===== src/sv/bmia_pkg.sv =====
// bmia_pkg: shared types, widths, codes and defaults for the block-mapped item allocator.
// No dependencies. Used by every module of the block.
package bmia_pkg;

  localparam int MAX_SLOTS_DEF     = 256;
  localparam int POOL_BLOCKS_DEF   = 4096;
  localparam int MAX_PER_BLOCK_DEF = 256;

  localparam int ITEM_SPACE = 65536;

  localparam int ITEM_W      = 16;
  localparam int TOTAL_W     = 17;
  localparam int FIRST_W     = 18;
  localparam int OFF_W       = 24;
  localparam int IB_W        = 13;
  localparam int IPB_W       = 9;
  localparam int BB_W        = 13;
  localparam int PL_W        = 13;
  localparam int SL_W        = 9;
  localparam int RUN_W       = 9;
  localparam int STATUS_W    = 3;
  localparam int BT_W        = 13;
  localparam int MUL_X_W     = 16;
  localparam int MUL_P_W     = MUL_X_W + IB_W;
  localparam int CFG_ADDR_W  = 3;
  localparam int CFG_DATA_W  = 13;
  localparam int IN_TDATA_W  = 32;
  localparam int IN_TUSER_W  = 2;
  localparam int OUT_FIELD_W = ITEM_W + OFF_W + 1 + TOTAL_W + BT_W;
  localparam int OUT_TDATA_W = ((OUT_FIELD_W + 7) / 8) * 8;
  localparam int DIV_STEPS   = TOTAL_W;

  typedef enum logic [1:0] {
    OP_APPEND  = 2'd0,
    OP_LOOKUP  = 2'd1,
    OP_RESERVE = 2'd2,
    OP_NONE    = 2'd3
  } op_t;

  typedef enum logic [STATUS_W-1:0] {
    ST_OK          = 3'd0,
    ST_UNMAPPED    = 3'd1,
    ST_SLOT_LIMIT  = 3'd2,
    ST_POOL_EMPTY  = 3'd3,
    ST_RUN_LONG    = 3'd4
  } status_t;

  typedef enum logic [CFG_ADDR_W-1:0] {
    CFG_ITEM_BYTES    = 3'd0,
    CFG_ITEMS_IN_BLK  = 3'd1,
    CFG_BLOCK_BYTES   = 3'd2,
    CFG_POOL_LIMIT    = 3'd3,
    CFG_SECTION_LIMIT = 3'd4
  } cfg_reg_t;

  typedef enum logic [3:0] {
    S_CLEAR,
    S_IDLE,
    S_DIV,
    S_CHECK,
    S_LOOK,
    S_STEP,
    S_MULA,
    S_MULB,
    S_ADD,
    S_FIN
  } state_t;

  // Configuration as the datapath uses it; ipb, plim and slim are clamped, ib and bb are not.
  typedef struct packed {
    logic [IB_W-1:0]  ib;
    logic [IPB_W-1:0] ipb;
    logic [BB_W-1:0]  bb;
    logic [PL_W-1:0]  plim;
    logic [SL_W-1:0]  slim;
  } cfg_t;

  typedef struct packed {
    logic    clr_step;
    logic    load;
    logic    div_step;
    logic    check;
    logic    rd;
    logic    look;
    logic    claim;
    logic    skip_slot;
    logic    set_status;
    status_t status_code;
    logic    mul_a;
    logic    mul_b;
    logic    add;
    logic    finish;
  } dp_cmd_t;

  typedef struct packed {
    logic clr_done;
    logic div_done;
    op_t  op;
    logic create;
    logic total_full;
    logic slot_oob;
    logic next_oob;
    logic skip;
    logic run_long;
    logic span_over;
    logic rd_valid;
    logic slot_lim;
    logic pool_empty;
    logic out_free;
  } dp_sts_t;

endpackage


===== src/sv/block_mapped_item_allocator_top.sv =====
// block_mapped_item_allocator_top: top level of the block-mapped item allocator.
// Depends on bmia_pkg, bmia_cfg, bmia_ctrl and bmia_dp.
//
// Maps item numbers of one section onto fixed-size blocks taken on demand from a
// shared pool; append, lookup (optionally creating) and reserve-run requests each
// return one result. After reset the slot map is cleared one entry per cycle, so
// in_tready stays low until the clear pass ends (configuration writes are taken all the
// while). One request is processed at a time: a bit-serial divide by items-per-block,
// one or two slot-map memory reads (a reserve that skips to the next block reads twice),
// and the shared offset multiplier and add; a failed request skips the steps after its
// failing check. The result sits in an output register, so a new request is taken while
// the previous result waits.
module block_mapped_item_allocator_top #(
  parameter int MAX_SLOTS     = bmia_pkg::MAX_SLOTS_DEF,
  parameter int POOL_BLOCKS   = bmia_pkg::POOL_BLOCKS_DEF,
  parameter int MAX_PER_BLOCK = bmia_pkg::MAX_PER_BLOCK_DEF
) (
  input  logic                              clk,
  input  logic                              rst_n,
  input  logic                              in_tvalid,
  output logic                              in_tready,
  // [15:0] item_number, [16] create_flag, [25:17] run_length
  input  logic [bmia_pkg::IN_TDATA_W-1:0]   in_tdata,
  // [1:0] opcode
  input  logic [bmia_pkg::IN_TUSER_W-1:0]   in_tuser,
  output logic                              out_tvalid,
  input  logic                              out_tready,
  // [15:0] item_id, [39:16] byte_offset, [40] fresh_block, [57:41] items_held,
  // [70:58] blocks_taken
  output logic [bmia_pkg::OUT_TDATA_W-1:0]  out_tdata,
  // [2:0] status
  output logic [bmia_pkg::STATUS_W-1:0]     out_tuser,
  input  logic                              cfg_valid,
  output logic                              cfg_ready,
  input  logic [bmia_pkg::CFG_ADDR_W-1:0]   cfg_addr,
  input  logic [bmia_pkg::CFG_DATA_W-1:0]   cfg_data
);

  bmia_pkg::cfg_t    cfg;
  bmia_pkg::dp_cmd_t cmd;
  bmia_pkg::dp_sts_t sts;

  bmia_cfg #(
    .MAX_SLOTS     (MAX_SLOTS),
    .POOL_BLOCKS   (POOL_BLOCKS),
    .MAX_PER_BLOCK (MAX_PER_BLOCK)
  ) u_cfg (
    .clk       (clk),
    .rst_n     (rst_n),
    .cfg_valid (cfg_valid),
    .cfg_ready (cfg_ready),
    .cfg_addr  (cfg_addr),
    .cfg_data  (cfg_data),
    .cfg       (cfg)
  );

  bmia_ctrl u_ctrl (
    .clk       (clk),
    .rst_n     (rst_n),
    .in_tvalid (in_tvalid),
    .in_tready (in_tready),
    .sts       (sts),
    .cmd       (cmd)
  );

  bmia_dp #(
    .MAX_SLOTS   (MAX_SLOTS),
    .POOL_BLOCKS (POOL_BLOCKS)
  ) u_dp (
    .clk        (clk),
    .rst_n      (rst_n),
    .in_tdata   (in_tdata),
    .in_tuser   (in_tuser),
    .cfg        (cfg),
    .cmd        (cmd),
    .sts        (sts),
    .out_tvalid (out_tvalid),
    .out_tready (out_tready),
    .out_tdata  (out_tdata),
    .out_tuser  (out_tuser)
  );

endmodule


===== src/sv/bmia_cfg.sv =====
// bmia_cfg: configuration registers and their working values (ipb, plim and slim clamped).
// Depends on bmia_pkg.
module bmia_cfg #(
  parameter int MAX_SLOTS     = bmia_pkg::MAX_SLOTS_DEF,
  parameter int POOL_BLOCKS   = bmia_pkg::POOL_BLOCKS_DEF,
  parameter int MAX_PER_BLOCK = bmia_pkg::MAX_PER_BLOCK_DEF
) (
  input  logic                              clk,
  input  logic                              rst_n,
  input  logic                              cfg_valid,
  output logic                              cfg_ready,
  input  logic [bmia_pkg::CFG_ADDR_W-1:0]   cfg_addr,
  input  logic [bmia_pkg::CFG_DATA_W-1:0]   cfg_data,
  output bmia_pkg::cfg_t                    cfg
);

  logic [bmia_pkg::IB_W-1:0]  item_bytes_r;
  logic [bmia_pkg::IPB_W-1:0] items_in_blk_r;
  logic [bmia_pkg::BB_W-1:0]  block_bytes_r;
  logic [bmia_pkg::PL_W-1:0]  pool_limit_r;
  logic [bmia_pkg::SL_W-1:0]  section_limit_r;

  assign cfg_ready = 1'b1;

  always_ff @(posedge clk) begin
    if (!rst_n) begin
      item_bytes_r    <= bmia_pkg::IB_W'(1);
      items_in_blk_r  <= bmia_pkg::IPB_W'(1);
      block_bytes_r   <= bmia_pkg::BB_W'(4096);
      pool_limit_r    <= bmia_pkg::PL_W'(4096);
      section_limit_r <= bmia_pkg::SL_W'(256);
    end else if (cfg_valid) begin
      unique case (bmia_pkg::cfg_reg_t'(cfg_addr))
        bmia_pkg::CFG_ITEM_BYTES:    item_bytes_r    <= cfg_data[bmia_pkg::IB_W-1:0];
        bmia_pkg::CFG_ITEMS_IN_BLK:  items_in_blk_r  <= cfg_data[bmia_pkg::IPB_W-1:0];
        bmia_pkg::CFG_BLOCK_BYTES:   block_bytes_r   <= cfg_data[bmia_pkg::BB_W-1:0];
        bmia_pkg::CFG_POOL_LIMIT:    pool_limit_r    <= cfg_data[bmia_pkg::PL_W-1:0];
        bmia_pkg::CFG_SECTION_LIMIT: section_limit_r <= cfg_data[bmia_pkg::SL_W-1:0];
        default: ;
      endcase
    end
  end

  always_comb begin
    cfg.ib = item_bytes_r;
    cfg.bb = block_bytes_r;
    if (items_in_blk_r == '0) begin
      cfg.ipb = bmia_pkg::IPB_W'(1);
    end else if (32'(items_in_blk_r) > MAX_PER_BLOCK) begin
      cfg.ipb = bmia_pkg::IPB_W'(MAX_PER_BLOCK);
    end else begin
      cfg.ipb = items_in_blk_r;
    end
    if (32'(pool_limit_r) > POOL_BLOCKS) begin
      cfg.plim = bmia_pkg::PL_W'(POOL_BLOCKS);
    end else begin
      cfg.plim = pool_limit_r;
    end
    if (32'(section_limit_r) > MAX_SLOTS) begin
      cfg.slim = bmia_pkg::SL_W'(MAX_SLOTS);
    end else begin
      cfg.slim = section_limit_r;
    end
  end

endmodule


===== src/sv/bmia_ctrl.sv =====
// bmia_ctrl: request sequencer; issues datapath commands and picks the status code.
// Depends on bmia_pkg.
module bmia_ctrl (
  input  logic              clk,
  input  logic              rst_n,
  input  logic              in_tvalid,
  output logic              in_tready,
  input  bmia_pkg::dp_sts_t sts,
  output bmia_pkg::dp_cmd_t cmd
);

  bmia_pkg::state_t state_r, state_nxt;

  always_ff @(posedge clk) begin
    if (!rst_n) begin
      state_r <= bmia_pkg::S_CLEAR;
    end else begin
      state_r <= state_nxt;
    end
  end

  always_comb begin
    logic go_on;
    go_on     = 1'b0;
    cmd       = '0;
    in_tready = 1'b0;
    state_nxt = state_r;
    unique case (state_r)
      bmia_pkg::S_CLEAR: begin
        cmd.clr_step = 1'b1;
        if (sts.clr_done) state_nxt = bmia_pkg::S_IDLE;
      end
      bmia_pkg::S_IDLE: begin
        in_tready = 1'b1;
        if (in_tvalid) begin
          cmd.load  = 1'b1;
          state_nxt = bmia_pkg::S_DIV;
        end
      end
      bmia_pkg::S_DIV: begin
        cmd.div_step = 1'b1;
        if (sts.div_done) state_nxt = bmia_pkg::S_CHECK;
      end
      bmia_pkg::S_CHECK: begin
        cmd.check = 1'b1;
        state_nxt = bmia_pkg::S_FIN;
        unique case (sts.op)
          bmia_pkg::OP_APPEND: begin
            if (sts.total_full || sts.slot_oob) begin
              cmd.set_status  = 1'b1;
              cmd.status_code = bmia_pkg::ST_SLOT_LIMIT;
            end else begin
              cmd.rd    = 1'b1;
              state_nxt = bmia_pkg::S_LOOK;
            end
          end
          bmia_pkg::OP_LOOKUP: begin
            if (sts.slot_oob) begin
              cmd.set_status  = 1'b1;
              cmd.status_code = sts.create ? bmia_pkg::ST_SLOT_LIMIT : bmia_pkg::ST_UNMAPPED;
            end else begin
              cmd.rd    = 1'b1;
              state_nxt = bmia_pkg::S_LOOK;
            end
          end
          bmia_pkg::OP_RESERVE: begin
            if (sts.run_long) begin
              cmd.set_status  = 1'b1;
              cmd.status_code = bmia_pkg::ST_RUN_LONG;
            end else if (sts.span_over || sts.slot_oob || (sts.skip && sts.next_oob)) begin
              cmd.set_status  = 1'b1;
              cmd.status_code = bmia_pkg::ST_SLOT_LIMIT;
            end else begin
              cmd.rd    = 1'b1;
              state_nxt = bmia_pkg::S_LOOK;
            end
          end
          default: ;
        endcase
      end
      bmia_pkg::S_LOOK: begin
        cmd.look  = 1'b1;
        state_nxt = bmia_pkg::S_FIN;
        if (sts.rd_valid) begin
          go_on = 1'b1;
        end else if (sts.op == bmia_pkg::OP_LOOKUP && !sts.create) begin
          cmd.set_status  = 1'b1;
          cmd.status_code = bmia_pkg::ST_UNMAPPED;
        end else if (sts.slot_lim) begin
          cmd.set_status  = 1'b1;
          cmd.status_code = bmia_pkg::ST_SLOT_LIMIT;
        end else if (sts.pool_empty) begin
          cmd.set_status  = 1'b1;
          cmd.status_code = bmia_pkg::ST_POOL_EMPTY;
        end else begin
          cmd.claim = 1'b1;
          go_on     = 1'b1;
        end
        if (go_on) begin
          if (sts.op == bmia_pkg::OP_RESERVE && sts.skip) begin
            cmd.skip_slot = 1'b1;
            state_nxt     = bmia_pkg::S_STEP;
          end else begin
            state_nxt = bmia_pkg::S_MULA;
          end
        end
      end
      bmia_pkg::S_STEP: begin
        cmd.rd    = 1'b1;
        state_nxt = bmia_pkg::S_LOOK;
      end
      bmia_pkg::S_MULA: begin
        cmd.mul_a = 1'b1;
        state_nxt = bmia_pkg::S_MULB;
      end
      bmia_pkg::S_MULB: begin
        cmd.mul_b = 1'b1;
        state_nxt = bmia_pkg::S_ADD;
      end
      bmia_pkg::S_ADD: begin
        cmd.add   = 1'b1;
        state_nxt = bmia_pkg::S_FIN;
      end
      bmia_pkg::S_FIN: begin
        if (sts.out_free) begin
          cmd.finish = 1'b1;
          state_nxt  = bmia_pkg::S_IDLE;
        end
      end
      default: state_nxt = bmia_pkg::S_CLEAR;
    endcase
  end

endmodule


===== src/sv/bmia_dp.sv =====
// bmia_dp: request registers, serial divider, slot map memory, offset multiplier,
// counters and the result register. Depends on bmia_pkg.
module bmia_dp #(
  parameter int MAX_SLOTS   = bmia_pkg::MAX_SLOTS_DEF,
  parameter int POOL_BLOCKS = bmia_pkg::POOL_BLOCKS_DEF
) (
  input  logic                               clk,
  input  logic                               rst_n,
  input  logic [bmia_pkg::IN_TDATA_W-1:0]    in_tdata,
  input  logic [bmia_pkg::IN_TUSER_W-1:0]    in_tuser,
  input  bmia_pkg::cfg_t                     cfg,
  input  bmia_pkg::dp_cmd_t                  cmd,
  output bmia_pkg::dp_sts_t                  sts,
  output logic                               out_tvalid,
  input  logic                               out_tready,
  output logic [bmia_pkg::OUT_TDATA_W-1:0]   out_tdata,
  output logic [bmia_pkg::STATUS_W-1:0]      out_tuser
);

  localparam int SLOT_W = (MAX_SLOTS > 1) ? $clog2(MAX_SLOTS) : 1;
  localparam int BLK_W  = (POOL_BLOCKS > 1) ? $clog2(POOL_BLOCKS) : 1;
  localparam int PU_W   = $clog2(POOL_BLOCKS + 1);
  localparam int ENT_W  = BLK_W + 1;
  localparam int DIVC_W = $clog2(bmia_pkg::DIV_STEPS);
  localparam int PAD_W  = bmia_pkg::OUT_TDATA_W - bmia_pkg::OUT_FIELD_W;

  // request
  bmia_pkg::op_t                  op_r;
  logic [bmia_pkg::ITEM_W-1:0]    item_r;
  logic                           create_r;
  logic [bmia_pkg::RUN_W-1:0]     run_r;
  // divider: slot_r holds the quotient, pos_r the remainder
  logic [DIVC_W-1:0]              div_cnt_r;
  logic [bmia_pkg::TOTAL_W-1:0]   slot_r;
  logic [bmia_pkg::IPB_W-1:0]     pos_r;
  logic [bmia_pkg::FIRST_W-1:0]   first_r;
  bmia_pkg::status_t              status_r;
  logic [ENT_W-1:0]               rd_data_r;
  logic [BLK_W-1:0]               mapped_r;
  logic                           fresh_r;
  logic [bmia_pkg::OFF_W-1:0]     prod_r;
  logic [bmia_pkg::OFF_W-1:0]     off_r;
  // section state
  logic [bmia_pkg::TOTAL_W-1:0]   total_r;
  logic [PU_W-1:0]                pool_used_r;
  logic [SLOT_W-1:0]              clr_cnt_r;
  // result
  logic                           out_tvalid_r;
  logic [bmia_pkg::OUT_TDATA_W-1:0] out_tdata_r;
  logic [bmia_pkg::STATUS_W-1:0]  out_tuser_r;

  logic [ENT_W-1:0] slot_mem [MAX_SLOTS];

  logic [SLOT_W-1:0]              slot_idx;
  logic [bmia_pkg::TOTAL_W-1:0]   dividend;
  logic [bmia_pkg::IPB_W:0]       trial;
  logic                           trial_ge;
  logic [bmia_pkg::FIRST_W-1:0]   first_w;
  logic [bmia_pkg::MUL_X_W-1:0]   mul_x;
  logic [bmia_pkg::IB_W-1:0]      mul_y;
  logic [bmia_pkg::MUL_P_W-1:0]   mul_p;
  logic                           ok;
  logic [bmia_pkg::TOTAL_W-1:0]   total_nxt;
  logic [bmia_pkg::ITEM_W-1:0]    id_w;

  assign slot_idx = slot_r[SLOT_W-1:0];
  assign dividend = (bmia_pkg::op_t'(in_tuser) == bmia_pkg::OP_LOOKUP) ?
                    bmia_pkg::TOTAL_W'(in_tdata[bmia_pkg::ITEM_W-1:0]) : total_r;
  assign trial    = {pos_r, slot_r[bmia_pkg::TOTAL_W-1]};
  assign trial_ge = trial >= {1'b0, cfg.ipb};

  always_comb begin
    sts.skip = ({1'b0, pos_r} + {1'b0, run_r}) > {1'b0, cfg.ipb};
    if (sts.skip) begin
      first_w = bmia_pkg::FIRST_W'(total_r) + bmia_pkg::FIRST_W'(cfg.ipb)
              - bmia_pkg::FIRST_W'(pos_r);
    end else begin
      first_w = bmia_pkg::FIRST_W'(total_r);
    end
    sts.clr_done   = 32'(clr_cnt_r) == MAX_SLOTS - 1;
    sts.div_done   = div_cnt_r == DIVC_W'(bmia_pkg::DIV_STEPS - 1);
    sts.op         = op_r;
    sts.create     = create_r;
    sts.total_full = total_r[bmia_pkg::TOTAL_W-1];
    sts.slot_oob   = 32'(slot_r) >= MAX_SLOTS;
    sts.next_oob   = 32'(slot_r) + 1 >= MAX_SLOTS;
    sts.run_long   = run_r > cfg.ipb;
    sts.span_over  = (32'(first_w) + 32'(run_r)) > bmia_pkg::ITEM_SPACE;
    sts.rd_valid   = rd_data_r[BLK_W];
    sts.slot_lim   = slot_r >= bmia_pkg::TOTAL_W'(cfg.slim);
    sts.pool_empty = 32'(pool_used_r) >= 32'(cfg.plim);
    sts.out_free   = !out_tvalid_r || out_tready;
  end

  // one shared multiplier: block * block_bytes, then position * item_bytes
  always_comb begin
    mul_x = cmd.mul_a ? bmia_pkg::MUL_X_W'(mapped_r) : bmia_pkg::MUL_X_W'(pos_r);
    mul_y = cmd.mul_a ? cfg.bb : cfg.ib;
    mul_p = bmia_pkg::MUL_P_W'(mul_x) * bmia_pkg::MUL_P_W'(mul_y);
  end

  always_comb begin
    ok = status_r == bmia_pkg::ST_OK;
    total_nxt = total_r;
    if (ok && op_r == bmia_pkg::OP_APPEND) begin
      total_nxt = total_r + 1'b1;
    end else if (ok && op_r == bmia_pkg::OP_RESERVE) begin
      total_nxt = bmia_pkg::TOTAL_W'(first_r + bmia_pkg::FIRST_W'(run_r));
    end
    case (op_r)
      bmia_pkg::OP_LOOKUP:  id_w = item_r;
      bmia_pkg::OP_RESERVE: id_w = ok ? first_r[bmia_pkg::ITEM_W-1:0]
                                      : total_r[bmia_pkg::ITEM_W-1:0];
      bmia_pkg::OP_APPEND:  id_w = total_r[bmia_pkg::ITEM_W-1:0];
      default:              id_w = '0;
    endcase
  end

  always_ff @(posedge clk) begin
    if (cmd.clr_step) begin
      slot_mem[clr_cnt_r] <= '0;
    end else if (cmd.claim) begin
      slot_mem[slot_idx] <= {1'b1, BLK_W'(pool_used_r)};
    end
    if (cmd.rd) rd_data_r <= slot_mem[slot_idx];
  end

  always_ff @(posedge clk) begin
    if (!rst_n) begin
      total_r      <= '0;
      pool_used_r  <= '0;
      clr_cnt_r    <= '0;
      div_cnt_r    <= '0;
      out_tvalid_r <= 1'b0;
    end else begin
      if (cmd.clr_step) clr_cnt_r <= clr_cnt_r + 1'b1;
      if (cmd.load) div_cnt_r <= '0;
      if (cmd.div_step) div_cnt_r <= div_cnt_r + 1'b1;
      if (cmd.claim) pool_used_r <= pool_used_r + 1'b1;
      if (cmd.finish) begin
        total_r      <= total_nxt;
        out_tvalid_r <= 1'b1;
      end else if (out_tready) begin
        out_tvalid_r <= 1'b0;
      end
    end
  end

  always_ff @(posedge clk) begin
    if (cmd.load) begin
      op_r     <= bmia_pkg::op_t'(in_tuser);
      item_r   <= in_tdata[bmia_pkg::ITEM_W-1:0];
      create_r <= in_tdata[bmia_pkg::ITEM_W];
      run_r    <= in_tdata[bmia_pkg::ITEM_W+bmia_pkg::RUN_W:bmia_pkg::ITEM_W+1];
      slot_r   <= dividend;
      pos_r    <= '0;
      status_r <= bmia_pkg::ST_OK;
      fresh_r  <= 1'b0;
      off_r    <= '0;
    end
    if (cmd.div_step) begin
      pos_r  <= trial_ge ? bmia_pkg::IPB_W'(trial - {1'b0, cfg.ipb})
                         : trial[bmia_pkg::IPB_W-1:0];
      slot_r <= {slot_r[bmia_pkg::TOTAL_W-2:0], trial_ge};
    end
    if (cmd.skip_slot) begin
      slot_r <= slot_r + 1'b1;
      pos_r  <= '0;
    end
    if (cmd.check) first_r <= first_w;
    if (cmd.set_status) status_r <= cmd.status_code;
    if (cmd.claim) begin
      mapped_r <= BLK_W'(pool_used_r);
      fresh_r  <= 1'b1;
    end else if (cmd.look) begin
      mapped_r <= rd_data_r[BLK_W-1:0];
    end
    if (cmd.mul_a || cmd.mul_b) prod_r <= mul_p[bmia_pkg::OFF_W-1:0];
    if (cmd.mul_b) off_r <= prod_r;
    if (cmd.add) off_r <= off_r + prod_r;
    if (cmd.finish) begin
      out_tuser_r <= status_r;
      out_tdata_r <= {{PAD_W{1'b0}}, bmia_pkg::BT_W'(pool_used_r), total_nxt,
                      fresh_r, off_r, id_w};
    end
  end

  assign out_tvalid = out_tvalid_r;
  assign out_tdata  = out_tdata_r;
  assign out_tuser  = out_tuser_r;

endmodule


===== config.mk =====
export PLATFORM = sky130hd
export DESIGN_NAME = block_mapped_item_allocator_top
export DESIGN_NICKNAME = d
export VERILOG_FILES = /design/src/sv/bmia_pkg.sv /design/src/sv/block_mapped_item_allocator_top.sv /design/src/sv/bmia_cfg.sv /design/src/sv/bmia_ctrl.sv /design/src/sv/bmia_dp.sv
export SDC_FILE = /design/constraint.sdc
export NUM_CORES = 2
export LEC_CHECK = 0
export ABC_AREA = 1
export BUFFER_PORTS_ARGS = -buffer_cell sky130_fd_sc_hd__buf_2
export CORE_ASPECT_RATIO = 0.5
export CORE_MARGIN = 2
export CORE_UTILIZATION = 25
export CTS_CLUSTER_SIZE = 28
export DETAILED_ROUTE_END_ITERATION = 10
export MAX_ROUTING_LAYER = met4
export PLACE_DENSITY_LB_ADDON = 0.1
export RECOVER_POWER = 100
export SLEW_MARGIN = 20
export SYNTH_ARGS = -nofsm -noshare
export SYNTH_HDL_FRONTEND = slang
export SYNTH_SLANG_ARGS = --single-unit

===== constraint.sdc =====
create_clock -name clk -period 14.2 [get_ports clk]
set_input_delay 2.13 -clock clk [delete_from_list [all_inputs] [get_ports clk]]
set_output_delay 2.13 -clock clk [all_outputs]
set_load 0.01 [all_outputs]

==> impl_results.md <==
- Drt total wl: 554000 µm
- Synth Warn #: 0
- CTS tree: yes
- # port buffers: 124
- Net Count, Synth: between 10000 and 15000
- Critical Path End: u_dp.slot_mem[122][4]
- Post-synth ARST share: 0%
- Final Util: approximately 29%
- Crit share post-route: about four fifths
- Cells after Synth: approximately 12000
- Largest net degree at the start of global routing: 161
- DRT Pass-1 Iters: 5
- Row count: 203
- H-Tree Depth: 5
- Flop2flop setup slack: a little over 3 ns
- Max Fclk: between 90 and 100 MHz
- Final hold vios: 0
- Vias per cell: approximately 4.9
- Final routed DRC violation total: 0
- GRT overflow: 0
- FF-to-FF Start: u_cfg.pool_limit_r[8]
- Ys flop type: edfxtp_1
- Reg-to-Reg End: u_dp.slot_mem[122][4]
- Sink Count: between 3000 and 4000
- Clock buffer depth: 4
- Resized cells post-CTS: 0
- Critical path class: reg -> reg
- Status: finished with violations
- R2r worst-path depth: 21
- Total clock buffers created by CTS: 379
- P_leak: 54.4 nW
- Final Setup Violations: 0
- Core region area: slightly above 0.6 mm²
- Max rail drop VDD: 0.0936 mV
- Initial Util: about 25%
- Hold_buf cts: 0
- Min-delay worst type: reg -> reg
- Die W: ~1100 µm
- RSZ-0062 raised after global routing: no
- Layout cells sized above 1: about 6.8%
- Nets: ~13000
- Post-DP HPWL: roughly 330000 µm
- Crit path DAT: roughly 12 ns
- Sequential area share after synthesis: between 70 and 80%
- Iteration-0 DRC Markers: a little under 9000
- Final slew viol count: about 2600
- Pwr dens: 147 mW/mm²
- #FFs+latches synth: approximately 3700
- Post-synth EDFFs: roughly 3500
- Worst skew pair latency: 1.00 ns
- Initial antenna violation count: 42
- Slew headroom: -205%
- Crit. Startpoint: u_cfg.pool_limit_r[8]
- Syn Area/Cell: 12.7 µm²
- Failing checks: capacitance limit, slew limit
- Crit end category: flop
- Synth Cell Area: 0.154 mm²
- Die area: between 0.6 and 0.7 mm²
- All-Layer GR Usage: between 15 and 20%
- Boundary Pins: between 100 and 150
- Detailed-route via count: between 100k and 150k
- Min Clock Period, post-route: between 10 and 15 ns
- Crit path max fanout: 55
- MaxCap Viol Count: about 110
- Setup TNS: 0 ns
- Final ANT Viol Nets: 0
- Clock skew: ~0.050 ns
- Root buffer cell: clkbuf_16
- Area Growth Syn to Fin: 14.1%
- Startpoint Class: flop
- Slew @ Worst Pin: 4.58 ns
- Clock Pin Slew Worst Setup and Hold Paths: about 0.070 ns
- Vias in the first global route: 97200
- Synth unique cells: between 60 and 70
- Routed WL per cell: approximately 27 µm
- Die Ht: 559 µm
- First-pass GRT wire length: around 780000 µm
- RD Place Congestion: 0.803
- Post-CTS Setup Repair Bufs: 0
- WP data required: about 15 ns
-- layout make-up --
type	instances	area [µm²]
fillers	62600	437000
inverters	441	1690
clock buffers	459	9920
repair buffers	471	2830
flip-flops and latches	3655	109000
well taps	8200	10300
clock inverters	226	1900
multi-input cells	7253	40400
diodes	30	75.1
-- where the power goes --
| group | total (mW) | internal (mW) | switching, mW |
|---|---|---|---|
| sequential | 11.9 | 11.8 | 0.0772 |
| clock | 9.91 | 5.41 | 4.50 |
| combinational | 4.04 | 1.01 | 3.03 |
| total | 25.8 | 18.2 | 7.60 |
-- sequential cells by signal, indices dropped and copies added, names as in the netlist, 5 cells and up --
signal                 flops
u_cfg.section_limit_r      9
u_dp.slot_mem           3328
u_dp.div_cnt_r             5
u_cfg.block_bytes_r       13
u_dp.clr_cnt_r             8
u_dp.first_r              17
u_dp.mapped_r             12
u_cfg.pool_limit_r        13
u_dp.prod_r               24
u_dp.run_r                 9
u_dp.off_r                24
u_cfg.item_bytes_r        13
u_dp.pool_used_r          13
u_dp.out_tdata            71
u_cfg.items_in_blk_r       9
u_dp.total_r              17
u_dp.rd_data_r            13
u_dp.slot_r               17
u_dp.pos_r                 9
u_dp.item_r               16
-- synthesized netlist by cell type, types with 12 or more instances --
cell / count / area [µm²]
a21oi_1: 284 / 1420
a22o_1: 12 / 105
a311o_1: 16 / 160
a31oi_1: 28 / 175
buf_1: 59 / 221
buf_2: 62 / 310
buf_6: 19 / 214
clkbuf_1: 679 / 2550
clkinv_1: 21 / 78.8
dfxtp_1: 115 / 2300
edfxtp_1: 3540 / 106000
fa_1: 123 / 2460
ha_1: 190 / 2380
inv_1: 402 / 1510
inv_2: 17 / 63.8
nand2_1: 642 / 2410
nand2_2: 13 / 81.3
nand2_4: 15 / 169
nand3_1: 544 / 2720
nand4_1: 23 / 144
nor2_1: 2216 / 8320
nor2_2: 19 / 119
nor2_4: 16 / 180
nor3_1: 30 / 150
nor4_1: 12 / 75.1
o211ai_1: 129 / 968
o21ai_0: 1887 / 9440
o21ai_1: 23 / 115
o221ai_1: 751 / 6580
o22ai_1: 90 / 563
xnor2_1: 27 / 236
xor2_1: 78 / 683
-- cell usage in the layout, fill, tap and decap left out, drive strengths merged, types with 195 or more instances in the layout --
cell type	synthesis	routed
edfxtp	3540	3540
nor2	2252	2252
o21ai	1918	1918
o221ai	751	751
clkbuf	680	742
nand2	670	670
nand3	545	545
inv	420	433
a21oi	286	286
clkinv	21	195
-- logic make-up after synthesis --
kind of cell / synth area share (%)
flops: 70.5
simple gates: 9.44
compound gates: 13.1
buf+inv: 3.23
fa+ha+maj: 3.14
xor+xnor: 0.597
other cells: 0.00488
-- how the worst min path moves through the flow --
| stage | to | cells past startpoint | from |
|---|---|---|---|
| final | u_dp.clr_cnt_r[7] | 1 | u_dp.clr_cnt_r[7] |
| after global routing | u_dp.clr_cnt_r[7] | 1 | u_dp.clr_cnt_r[7] |
| after global placement | u_cfg.item_bytes_r[0] | 2 | u_cfg.item_bytes_r[0] |
| after detailed placement | u_dp.clr_cnt_r[7] | 1 | u_dp.clr_cnt_r[7] |
| after CTS | u_dp.clr_cnt_r[7] | 1 | u_dp.clr_cnt_r[7] |
| after floorplan | u_dp.out_tdata[40] | 0 | u_dp.fresh_r |
-- per-stage QoR --
stage	area, µm²	setup WS (ns)	total power [mW]	std cells	hold WS [ns]
floorplan	154000	2.10	14.5	12200	0.409
global placement	165000	5.85	16.3	20000	0.438
detailed placement	165000	5.98	16.2	20000	0.447
CTS	177000	5.93	26.2	20700	0.459
global route	176000	2.66	26.9	20700	0.474
finish	176000	3.12	25.8	20700	0.459
-- worst max-delay path: stages, from the launching register on --
cell and delay [ns]:
dfxtp_1 0.33, nor4_1 0.30, a21oi_1 0.13, inv_1 0.25, nand2_1 0.11, ha_1 0.34
a21oi_1 0.15, o221ai_1 0.14, nand2_1 0.08, nand3_1 0.07, nand2_1 0.06, nand2_1 0.04
a31oi_1 0.66, nand2_4 0.09, nor2_1 1.99, inv_6 0.67, o21ai_0 0.93, inv_2 0.05
nor2_1 0.30, nand2_1 1.88, nor2_1 1.32, clkbuf_1 0.62
-- per-layer routing --
layer	routed length, µm	global-route usage (%)	up-vias
li1	-	-	45500
met3	25300	1.83	607
met5	0	-	-
met1	267000	25.3	52000
met2	251000	27.3	2499
met4	10500	3.28	0
Power figures use the tool's default switching activity.
